File: src/hdl/fpp_pkg.sv
// fpp_pkg: shared constants, types and check functions of the framed packet parser
// used by fpp_front, fpp_back and framed_packet_parser_checked_core
`default_nettype none

package fpp_pkg;

  localparam int MAX_PAYLOAD_DEF = 32;

  // widest length and index over the whole parameter range
  localparam int LEN_MAX_W = 7;
  localparam int IDX_MAX_W = 6;

  localparam int PAYLOAD_LEN_W = 6;
  localparam int BYTE_INDEX_W  = 5;

  localparam logic [7:0]  HEADER_RESET = 8'hAA;
  localparam logic [15:0] CRC_POLY     = 16'h1021;
  localparam logic [15:0] CRC_INIT     = 16'hFFFF;

  localparam logic [1:0] MODE_SUM = 2'd0;
  localparam logic [1:0] MODE_CRC = 2'd1;

  localparam logic REG_HEADER = 1'b0;
  localparam logic REG_MODE   = 1'b1;

  typedef struct packed {
    logic                 en;
    logic                 bank;
    logic [IDX_MAX_W-1:0] idx;
    logic [7:0]           data;
  } fpp_wr_t;

  typedef struct packed {
    logic                 bank;
    logic [7:0]           addr;
    logic [7:0]           id;
    logic [LEN_MAX_W-1:0] len;
  } fpp_desc_t;

  function automatic logic [15:0] crc_byte(input logic [15:0] acc, input logic [7:0] b);
    logic [15:0] c;
    c = acc ^ {b, 8'h00};
    for (int k = 0; k < 8; k++) begin
      if (c[15]) begin
        c = {c[14:0], 1'b0} ^ CRC_POLY;
      end else begin
        c = {c[14:0], 1'b0};
      end
    end
    return c;
  endfunction

  function automatic logic [15:0] fold_check(input logic [1:0] mode, input logic [15:0] acc,
                                             input logic [7:0] b);
    logic [7:0]  s;
    logic [15:0] r;
    s = acc[7:0] + b;
    unique case (mode)
      MODE_SUM: r = {8'h00, s};
      MODE_CRC: r = crc_byte(acc, b);
      default:  r = 16'h0000;
    endcase
    return r;
  endfunction

endpackage

`default_nettype wire

File: src/hdl/fpp_front.sv
// fpp_front: byte parser, running check, config registers and two-slot frame queue
// depends on fpp_pkg; feeds payload writes and frame descriptors to fpp_back
`default_nettype none

module fpp_front
  import fpp_pkg::*;
#(
  parameter int MAX_PAYLOAD = MAX_PAYLOAD_DEF
) (
  input  wire logic       clk_i,
  input  wire logic       rst_ni,
  input  wire logic       push,
  output logic            full,
  input  wire logic [7:0] rx_byte_i,
  input  wire logic       cfg_we_i,
  input  wire logic       cfg_idx_i,
  input  wire logic [7:0] cfg_data_i,
  output fpp_wr_t         wr_o,
  output logic            desc_valid_o,
  output fpp_desc_t       desc_o,
  input  wire logic       desc_pop_i
);

  localparam int LEN_W = $clog2(MAX_PAYLOAD + 1);

  typedef enum logic [2:0] {
    PH_HEADER,
    PH_ADDRESS,
    PH_ID,
    PH_LENGTH,
    PH_DATA,
    PH_CHK_HI,
    PH_CHK_LO
  } phase_e;

  phase_e           phase_q;
  logic [7:0]       header_q;
  logic [1:0]       mode_q;
  logic [LEN_W-1:0] cnt_q, len_q, cnt_inc;
  logic [7:0]       addr_q, id_q, chk_hi_q;
  logic [15:0]      chk_q, chk_fold, expect_chk;
  logic             wbank_q, rbank_q;
  logic [1:0]       busy_q, busy_d;
  logic [7:0]       slot_addr_q [2];
  logic [7:0]       slot_id_q [2];
  logic [LEN_W-1:0] slot_len_q [2];
  logic             accept, match;

  assign full     = busy_q[wbank_q];
  assign accept   = push && !full;
  assign chk_fold = fold_check(mode_q, chk_q, rx_byte_i);
  assign cnt_inc  = cnt_q + LEN_W'(1);

  always_comb begin
    unique case (mode_q)
      MODE_SUM: expect_chk = {8'h00, chk_q[7:0]};
      MODE_CRC: expect_chk = chk_q;
      default:  expect_chk = 16'h0000;
    endcase
  end

  assign match = ({chk_hi_q, rx_byte_i} == expect_chk);

  // slot occupancy: the back side frees one slot, a matched frame fills the other
  always_comb begin
    busy_d = busy_q;
    if (desc_pop_i) begin
      busy_d[rbank_q] = 1'b0;
    end
    if (accept && (phase_q == PH_CHK_LO) && match) begin
      busy_d[wbank_q] = 1'b1;
    end
  end

  assign wr_o.en   = accept && (phase_q == PH_DATA);
  assign wr_o.bank = wbank_q;
  assign wr_o.idx  = IDX_MAX_W'(cnt_q);
  assign wr_o.data = rx_byte_i;

  assign desc_valid_o = busy_q[rbank_q];
  assign desc_o.bank  = rbank_q;
  assign desc_o.addr  = slot_addr_q[rbank_q];
  assign desc_o.id    = slot_id_q[rbank_q];
  assign desc_o.len   = LEN_MAX_W'(slot_len_q[rbank_q]);

  always_ff @(posedge clk_i or negedge rst_ni) begin
    if (!rst_ni) begin
      phase_q  <= PH_HEADER;
      header_q <= HEADER_RESET;
      mode_q   <= MODE_SUM;
      cnt_q    <= '0;
      len_q    <= '0;
      addr_q   <= '0;
      id_q     <= '0;
      chk_q    <= '0;
      chk_hi_q <= '0;
      wbank_q  <= 1'b0;
      rbank_q  <= 1'b0;
      busy_q   <= '0;
    end else begin
      busy_q <= busy_d;
      if (cfg_we_i) begin
        unique case (cfg_idx_i)
          REG_HEADER: header_q <= cfg_data_i;
          REG_MODE:   mode_q   <= cfg_data_i[1:0];
          default:    ;
        endcase
      end
      if (desc_pop_i) begin
        rbank_q <= ~rbank_q;
      end
      if (accept) begin
        unique case (phase_q)
          PH_ADDRESS: begin
            addr_q  <= rx_byte_i;
            chk_q   <= chk_fold;
            phase_q <= PH_ID;
          end
          PH_ID: begin
            id_q    <= rx_byte_i;
            chk_q   <= chk_fold;
            phase_q <= PH_LENGTH;
          end
          PH_LENGTH: begin
            if (rx_byte_i > 8'(MAX_PAYLOAD)) begin
              phase_q <= PH_HEADER;
            end else begin
              len_q   <= LEN_W'(rx_byte_i);
              cnt_q   <= '0;
              chk_q   <= chk_fold;
              phase_q <= (rx_byte_i != 8'd0) ? PH_DATA : PH_CHK_HI;
            end
          end
          PH_DATA: begin
            chk_q <= chk_fold;
            cnt_q <= cnt_inc;
            if (cnt_inc >= len_q) begin
              phase_q <= PH_CHK_HI;
            end
          end
          PH_CHK_HI: begin
            chk_hi_q <= rx_byte_i;
            phase_q  <= PH_CHK_LO;
          end
          PH_CHK_LO: begin
            phase_q <= PH_HEADER;
            if (match) begin
              slot_addr_q[wbank_q] <= addr_q;
              slot_id_q[wbank_q]   <= id_q;
              slot_len_q[wbank_q]  <= len_q;
              wbank_q              <= ~wbank_q;
            end
          end
          default: begin
            if (rx_byte_i == header_q) begin
              chk_q   <= fold_check(mode_q, (mode_q == MODE_CRC) ? CRC_INIT : 16'h0000,
                                    rx_byte_i);
              phase_q <= PH_ADDRESS;
            end
          end
        endcase
      end
    end
  end

endmodule

`default_nettype wire

File: src/hdl/fpp_back.sv
// fpp_back: payload memory (two banks) and result sequencer
// depends on fpp_pkg; takes frame descriptors from fpp_front
`default_nettype none

module fpp_back
  import fpp_pkg::*;
#(
  parameter int MAX_PAYLOAD = MAX_PAYLOAD_DEF
) (
  input  wire logic                     clk_i,
  input  wire logic                     rst_ni,
  input  wire fpp_wr_t                  wr_i,
  input  wire logic                     desc_valid_i,
  input  wire fpp_desc_t                desc_i,
  output logic                          desc_pop_o,
  output logic                          empty,
  input  wire logic                     pop,
  output logic [7:0]                    frame_address_o,
  output logic [7:0]                    frame_id_o,
  output logic [PAYLOAD_LEN_W-1:0]      payload_length_o,
  output logic                          has_payload_o,
  output logic [BYTE_INDEX_W-1:0]       byte_index_o,
  output logic [7:0]                    payload_byte_o,
  output logic                          last_o
);

  localparam int IDX_W = (MAX_PAYLOAD > 1) ? $clog2(MAX_PAYLOAD) : 1;
  localparam int AW    = IDX_W + 1;

  typedef enum logic [1:0] {
    BK_IDLE,
    BK_FETCH,
    BK_SHOW
  } back_e;

  back_e                state_q;
  logic [IDX_W-1:0]     idx_q;
  logic [7:0]           mem [2**AW];
  logic [7:0]           rd_q;
  logic [IDX_MAX_W-1:0] idx_ext;
  logic                 has_pl;

  always_ff @(posedge clk_i) begin
    if (wr_i.en) begin
      mem[{wr_i.bank, wr_i.idx[IDX_W-1:0]}] <= wr_i.data;
    end
    rd_q <= mem[{desc_i.bank, idx_q}];
  end

  assign idx_ext          = IDX_MAX_W'(idx_q);
  assign has_pl           = (desc_i.len != '0);
  assign empty            = (state_q != BK_SHOW);
  assign frame_address_o  = desc_i.addr;
  assign frame_id_o       = desc_i.id;
  assign payload_length_o = desc_i.len[PAYLOAD_LEN_W-1:0];
  assign has_payload_o    = has_pl;
  assign byte_index_o     = idx_ext[BYTE_INDEX_W-1:0];
  assign payload_byte_o   = has_pl ? rd_q : 8'h00;
  assign last_o           = !has_pl
                            || ((LEN_MAX_W'(idx_q) + LEN_MAX_W'(1)) == desc_i.len);
  assign desc_pop_o       = (state_q == BK_SHOW) && pop && last_o;

  always_ff @(posedge clk_i or negedge rst_ni) begin
    if (!rst_ni) begin
      state_q <= BK_IDLE;
      idx_q   <= '0;
    end else begin
      unique case (state_q)
        BK_IDLE: begin
          if (desc_valid_i) begin
            idx_q   <= '0;
            state_q <= BK_FETCH;
          end
        end
        BK_FETCH: state_q <= BK_SHOW;
        BK_SHOW: begin
          if (pop) begin
            if (last_o) begin
              state_q <= BK_IDLE;
            end else begin
              idx_q   <= idx_q + IDX_W'(1);
              state_q <= BK_FETCH;
            end
          end
        end
        default: state_q <= BK_IDLE;
      endcase
    end
  end

endmodule

`default_nettype wire

File: src/hdl/framed_packet_parser_checked_core.sv
// framed_packet_parser_checked_core: top level of the framed packet parser
// depends on fpp_pkg, fpp_front and fpp_back
`default_nettype none

// Received bytes are taken one per clock while full is low. A frame is header,
// address, id, length, payload and a 16-bit check sent high byte first; the check is
// an 8-bit sum or CRC-16 (poly 0x1021, init 0xFFFF) per the mode register, or zero
// in the other two modes. A frame whose check matches is parked in one of two payload
// banks and then emitted as one word per payload byte (one word for an empty frame).
// Each result word passes through a fetch from the payload memory's registered read
// port and then the word on show, where it waits for pop; the first word of a frame
// also goes through the idle state, left once the frame is queued. full rises only
// while both banks hold matched frames that are not yet fully popped.

module framed_packet_parser_checked_core
  import fpp_pkg::*;
#(
  parameter int MAX_PAYLOAD = MAX_PAYLOAD_DEF
) (
  input  wire logic                     clk_i,
  input  wire logic                     rst_ni,
  input  wire logic                     push,
  output logic                          full,
  input  wire logic [7:0]               rx_byte_i,
  input  wire logic                     cfg_we_i,
  input  wire logic                     cfg_idx_i,
  input  wire logic [7:0]               cfg_data_i,
  output logic                          empty,
  input  wire logic                     pop,
  output logic [7:0]                    frame_address_o,
  output logic [7:0]                    frame_id_o,
  output logic [PAYLOAD_LEN_W-1:0]      payload_length_o,
  output logic                          has_payload_o,
  output logic [BYTE_INDEX_W-1:0]       byte_index_o,
  output logic [7:0]                    payload_byte_o,
  output logic                          last_o
);

  fpp_wr_t   wr;
  fpp_desc_t desc;
  logic      desc_valid;
  logic      desc_pop;

  fpp_front #(
    .MAX_PAYLOAD(MAX_PAYLOAD)
  ) u_front (
    .clk_i       (clk_i),
    .rst_ni      (rst_ni),
    .push        (push),
    .full        (full),
    .rx_byte_i   (rx_byte_i),
    .cfg_we_i    (cfg_we_i),
    .cfg_idx_i   (cfg_idx_i),
    .cfg_data_i  (cfg_data_i),
    .wr_o        (wr),
    .desc_valid_o(desc_valid),
    .desc_o      (desc),
    .desc_pop_i  (desc_pop)
  );

  fpp_back #(
    .MAX_PAYLOAD(MAX_PAYLOAD)
  ) u_back (
    .clk_i           (clk_i),
    .rst_ni          (rst_ni),
    .wr_i            (wr),
    .desc_valid_i    (desc_valid),
    .desc_i          (desc),
    .desc_pop_o      (desc_pop),
    .empty           (empty),
    .pop             (pop),
    .frame_address_o (frame_address_o),
    .frame_id_o      (frame_id_o),
    .payload_length_o(payload_length_o),
    .has_payload_o   (has_payload_o),
    .byte_index_o    (byte_index_o),
    .payload_byte_o  (payload_byte_o),
    .last_o          (last_o)
  );

endmodule

`default_nettype wire

File: config.mk
export PLATFORM = sky130hd
export DESIGN_NAME = framed_packet_parser_checked_core
export DESIGN_NICKNAME = d
export VERILOG_FILES = /design/src/hdl/fpp_pkg.sv /design/src/hdl/fpp_front.sv /design/src/hdl/fpp_back.sv /design/src/hdl/framed_packet_parser_checked_core.sv
export SDC_FILE = /design/constraint.sdc
export NUM_CORES = 1
export LEC_CHECK = 0
export BUFFER_PORTS_ARGS = -buffer_cell sky130_fd_sc_hd__buf_2
export CAP_MARGIN = 10
export CORE_UTILIZATION = 65
export DETAILED_ROUTE_END_ITERATION = 12
export PLACE_DENSITY_LB_ADDON = 0.08
export SYNTH_ARGS = -nofsm -noshare
export SYNTH_HDL_FRONTEND = slang
export SYNTH_SLANG_ARGS = --single-unit
File: constraint.sdc
create_clock -name clk_i -period 7.55 [get_ports clk_i]
set_input_delay 1.51 -clock clk_i [delete_from_list [all_inputs] [get_ports clk_i]]
set_output_delay 1.51 -clock clk_i [all_outputs]
set_load 0.05 [all_outputs]
## Word-level counts from Yosys, hierarchy flattened

Memory sizes are Yosys's and may differ from the RTL's. A register that Yosys moved wholly into a read port is not among the register bits.
Cells that the tools add are included.

- Memories kept: 4
- Output and inout port bits: 39
- Register bits: 76
- Input bits: 22
- Memory bits (writable): 556

Memory list:

| name | words | bits a word | read ports | clocked after memory_dff | wr ports | line | RTL |
|---|---|---|---|---|---|---|---|
| u_back.mem | 64 | 8 | 1 | 1 | 1 | fpp_back.sv:38 | `logic [7:0] mem [2**AW];` |
| u_front.slot_addr_q | 2 | 8 | 1 | 0 | 1 | fpp_front.sv:44 | `logic [7:0] slot_addr_q [2];` |
| u_front.slot_id_q | 2 | 8 | 1 | 0 | 1 | fpp_front.sv:45 | `logic [7:0] slot_id_q [2];` |
| u_front.slot_len_q | 2 | 6 | 1 | 0 | 1 | fpp_front.sv:46 | `logic [LEN_W-1:0] slot_len_q [2];` |

- Reductions and logical operators: 35
- Bitwise operators: 26
- Magnitude comparators: 6
- Mux-type cells: 90
- Add/sub/neg operators: 5
- Equality and inequality tests: 18

Operator list:

| kind | number |
|---|---|
| $mux 16 | 38 |
| $mux 13 | 16 |
| $pmux 16 s2 | 3 |
| $not 3->3 | 16 |
| $pmux 16 s3 | 1 |
| $xor 16x16->16 | 2 |
| $pmux 3 s6 | 1 |
| $add 8x8->8 | 2 |
| $eq 16x16->1 | 1 |
| $mux 5 | 3 |
| $mux 1 | 14 |
| $reduce_bool 7->1 | 2 |
| $ne 2x2->1 const B | 6 |
| $pmux 6 s2 | 1 |
| $reduce_and 2->1 | 6 |
| $reduce_and 3->1 | 4 |
| $pmux 5 s2 | 1 |
| $eq 3x3->1 const B | 3 |
| $logic_and 1x1->1 | 9 |
| $mux 3 | 3 |
| $eq 8x8->1 | 1 |
| $gt 8x6->1 const B | 1 |
| $mux 2 | 4 |
| $mux 8 | 1 |
| other kinds (28) | 41 |

## Depth between registers and ports, before layout

- Depth in word-level cells: 50
- Gate-level depth with buffers: 13

## Cells and area by module

Synthesis repeated with hierarchy kept, for this count alone.

- Cell total of the unflattened synthesis: 1687
- Area, all modules: 27355.0 µm²

By module, submodules not included:

| module | times used | seq. area each (µm²) | area each (µm²) | cells each |
|---|---|---|---|---|
| fpp_back | 1 | 15710.1 | 21043.9 | 1104 |
| fpp_front | 1 | 3052.9 | 6311.1 | 583 |

## Worst setup path after synthesis

No wires, ideal clock.

- Path kind: input to register
- Start: input rx_byte_i[5]
- End: memory u_front.slot_addr_q[0][0], enable pin
- Cell stages on the path: 8
- Path slack: 3778 ps
- Library setup time: 381 ps
- Arrival time: 3391 ps
- Required time: 7169 ps
- Path buffers: 1
- Path through: buf_1 nand2b_1 a21oi_1 a2bb2oi_1 nor2_1 nand4_1 nor3_1 and3_1

- Cells in the longest elaborated chain, start to end: 6

RTL lines:

| element | line | RTL |
|---|---|---|
| start: declaration | framed_packet_parser_checked_core.sv:24 | `input wire logic [7:0] rx_byte_i,` |
| $eq 16x16->1 | fpp_front.sv:62 | `assign match = ({chk_hi_q, rx_byte_i} == expect_chk);` |
| $mux 1 | fpp_front.sv:147 | `if (match) begin` |
| $mux 1 | fpp_front.sv:113 | `unique case (phase_q)` |
| $mux 1 | fpp_front.sv:112 | `if (accept) begin` |
| $logic_and 1x1->1 (not written as such) | fpp_front.sv:148 | `slot_addr_q[wbank_q] <= addr_q;` |
| $mux 1 (not written as such) | fpp_front.sv:148 |  |
| end: declaration | fpp_front.sv:44 |  |

Every way passes these cells.

## Final worst setup path

- Start: register u_front.rbank_q
- End: output last_o

- Cells in the longest elaborated chain, start to end: 4
- Elaborated cells between the ends (all ways): 5

RTL lines:

| element | line | RTL |
|---|---|---|
| start: declaration | fpp_front.sv:42 | `logic wbank_q, rbank_q;` |
| start signal: assignment | fpp_front.sv:110 | `rbank_q <= ~rbank_q;` |
| $mem_v2 2x6 (*) | n/a |  |
| $reduce_bool 7->1 | fpp_back.sv:51 | `assign has_pl = (desc_i.len != '0);` |
| $logic_not 1->1 | fpp_back.sv:59 | `assign last_o = !has_pl` |
| $logic_or 1x1->1 (*) | fpp_back.sv:60 | `\|\| ((LEN_MAX_W'(idx_q) + LEN_MAX_W'(1)) == desc_i.len);` |
| end: declaration | framed_packet_parser_checked_core.sv:36 | `output logic last_o` |

Mark *: on every way between the ends. The rest lies on a longest branch, timed or not.

==> impl_metrics.ini <==
[timing]
timing.fmax_mhz = 208
grt_setup_unrepaired = false
tns_ps = 0
slew_headroom_pct = 26.8
hold_viol = 0
fin_crit_sh_pct = 63.7
period_needed_ps = 4810
skew_ps = 14.2
max_slew.worst_pin.slew_ps = 1090
finalSetupViolations = 0
whs_ps = 467
finalMaxSlewViolations = 0

[logic_synthesis]
syn-cell-area_sq_mm = 0.0268
yosys.area.top_type = edfxtp_1
synthTopCellsByArea = edfxtp_1 62%, mux4_2 13%, dfrtp_1 6.7%
synth_top_area_share_pct = 62.3
synth.distinct_cells = 61
synth_seq_cells = 640
yosys_warnings = 0
synth-async-reset-ratio_pct = 11.9
seq_area_frac_synth_pct = 70.0
synth_nets = 1519
synth_edf_count = 556
synthCells = 1476
synth-main-ff-cell = edfxtp_1
synth.avg_cell_area_sq_um = 18.2

[floorplan]
rows = 74
dieHeight_um = 205
initial_core_util_pct = 65.8
coreArea_sq_mm = 0.0407
fp.dieArea_sq_mm = 0.0420
boundaryPins = 61
die_w_um = 205

[place]
dp_cells = 1998
post-dp-hpwl_mm = 34.1
numPortBuffers = 60
place_congestion = 0.849

[power]
power.share.clock_pct = 32.9
seqPwrFrac_pct = 47.8
powerDensity_mw_per_mm2 = 305
peakVddDrop_mv = 0.209
switching_share_pct = 26.7
p_leak_nw = 9.70
p_sw_mw = 2.40
p_int_mw = 6.59
power_mw = 8.98
power_frac_comb_pct = 19.3

[outcome]
status = finished, final reports clean

[final_layout]
nets = 1571
final-instance-count-excl-fill = 2110
layout-drive-gt1-share_pct = 25.4
fillers = 2520
area_delta_synth_final_pct = 9.92

[clock_network]
cts.htree.levels = 2
cts_tree = done
clkTransAtPathRegs_ps = 60
cts_buffer_depth = 3
numClockSinks = 640
cts_made_buffers = 60
hold_buffers = 0
clock_latency_ps = 620
ctsResizeCount = 0
cts_setup_buffers = 0
clock-root-buffer = clkbuf_16

[route]
drc = 0
antenna_left = 0
wl_per_cell_um = 27.0
wirelength_mm = 57.0
vias = 13761
vias_per_cell = 6.52
first_pass_iters = 7
drt_iter0_drc = 1465

[worst_setup_path]
critPathTopFamily = flip-flops
worstSetupEndpointType = output port
crit_chain = mux2i_1 -> xnor2_1 -> a2111oi_4 -> a21oi_1 -> inv_1 -> buf_2
rrSetupSlack_ps = 3210
cp-start-kind = register
critPathArrivalTime_ps = 3300
cp_slowest_cell = dfrtp_2
required_ps = 6040
cp_num_buf_inv = 2
cp_max_fo = 42
path_class = reg2out
critPathMaxStageDelay_ps = 1030

[global_routing]
antenna_found_initial = 2
grtUsageTotal_pct = 28.3
first_global_vias = 13671
overflow = 0
grt_pass1_wl_mm = 86.1
grt_max_degree = 89

[worst_hold_path]
min_path_type = reg2reg

[run]
drv_cap = 0
state kept, by name (all words and copies together), names as in the netlist, 6 cells and up:
name                 count
u_back.mem             512
u_front.chk_q           16
u_front.slot_addr_q     16
u_front.slot_id_q       16
u_front.slot_len_q      12
u_back.rd_q              8
u_front.addr_q           8
u_front.chk_hi_q         8
u_front.header_q         8
u_front.id_q             8
u_front.cnt_q            6
u_front.len_q            6
cell families after synthesis:
logic type	count (synthesis)	synth area share [%]
buffers and inverters	119	1.97
adder cells (fa/ha/maj)	21	1.01
XOR/XNOR	71	2.42
AO/OA/AOI/OAI	137	3.41
flip-flops	640	70.0
multiplexers	238	16.7
AND/OR/NAND/NOR	250	4.49
synthesized netlist by cell type (all sizes together) (2+ instances only):
master	number
and3	7
xnor2	42
o22ai	3
mux4	160
xnor3	2
nor2b	19
inv	32
dfstp	4
xor2	27
dfxtp	8
o21ai	37
nand4	4
dfrtp	72
o32ai	5
a21oi	32
a2111oi	3
o21bai	2
or3	7
a22o	8
and2	4
edfxtp	556
mux2i	18
nand3	22
nand4b	2
nor4b	4
ha	20
clkbuf	41
mux2	60
nand2	42
buf	46
a31oi	12
nor4	4
nand2b	12
nor3	8
o211ai	2
nand3b	6
a21o	4
a31o	3
a211oi	18
or2	2
nor2	106
cell type report:
type	instances	area [sq um]	share of cell area, %
Clock inverter	26	238	0.807
Inverter	32	120	0.408
Sequential cell	640	18800	63.7
Clock buffer	85	1700	5.77
Tap cell	532	666	2.26
Multi-Input combinational cell	717	7520	25.5
Antenna cell	1	2.50	0.00849
Timing Repair Buffer	77	443	1.50
per-stage QoR:
| stage | instance area, sq um | worst slack (ps) | util, % |
|---|---|---|---|
| finish | 29500 | 2740 | 72.3 |
| global route | 29500 | 2540 | 72.3 |
| detailed placement | 27500 | 2640 | 67.6 |
| CTS | 29500 | 2700 | 72.3 |
| global placement | 27500 | 2890 | 67.6 |
| floorplan | 26800 | 3780 | - |
layer usage:
metal	up-vias	GRT usage (%)	share of wire (%)
met3	80	5.07	7.0
met5	-	0	0
met1	7182	41.5	41
li1	5945	-	-
met2	554	45.2	50
met4	0	6.06	1.6
power by group through the flow:
stage	clock (mW)	combinational, mW	sequential [mW]
5_1_grt	3.13	1.88	4.33
2_1_floorplan	0	1.49	4.21
3_5_place_dp	0	1.73	4.37
3_3_place_gp	0	1.71	4.36
4_1_cts	2.99	1.74	4.30
6_report	2.95	1.74	4.30
worst register-to-register path, stage by stage, from the launching register on:
cell and delay [ps]:
dfrtp_1 800, nand2b_1 500, inv_1 620, and3_1 240, o22ai_1 70, o21ai_0 70
nand4_1 110, nor3_1 560, and3_1 970
worst paths after layout:
path	cells past startpoint	to	startpoint
max in group asynchronous	1	u_back.byte_index_o[0]	rst_ni
min in group asynchronous	1	u_front.id_q[3]	rst_ni
setup reg to reg	8	u_front.slot_addr_q[1][4]	u_front.mode_q[0]
setup / recovery	6	last_o	u_front.rbank_q
hold reg to reg	0	u_front.slot_addr_q[1][3]	u_front.addr_q[3]
hold / removal	0	u_front.slot_addr_q[1][3]	u_front.addr_q[3]
placed cells by master, fill, tap and decap left out, types with 34 or more instances in the layout:
master / count
mux4_2: 160
buf_2: 59
dfrtp_1: 68
nor2_1: 106
o21ai_0: 34
clkbuf_16: 63
xnor2_1: 42
mux2_2: 59
nand2_1: 42
edfxtp_1: 556
Note: power is estimated with default switching activity, not from simulation.
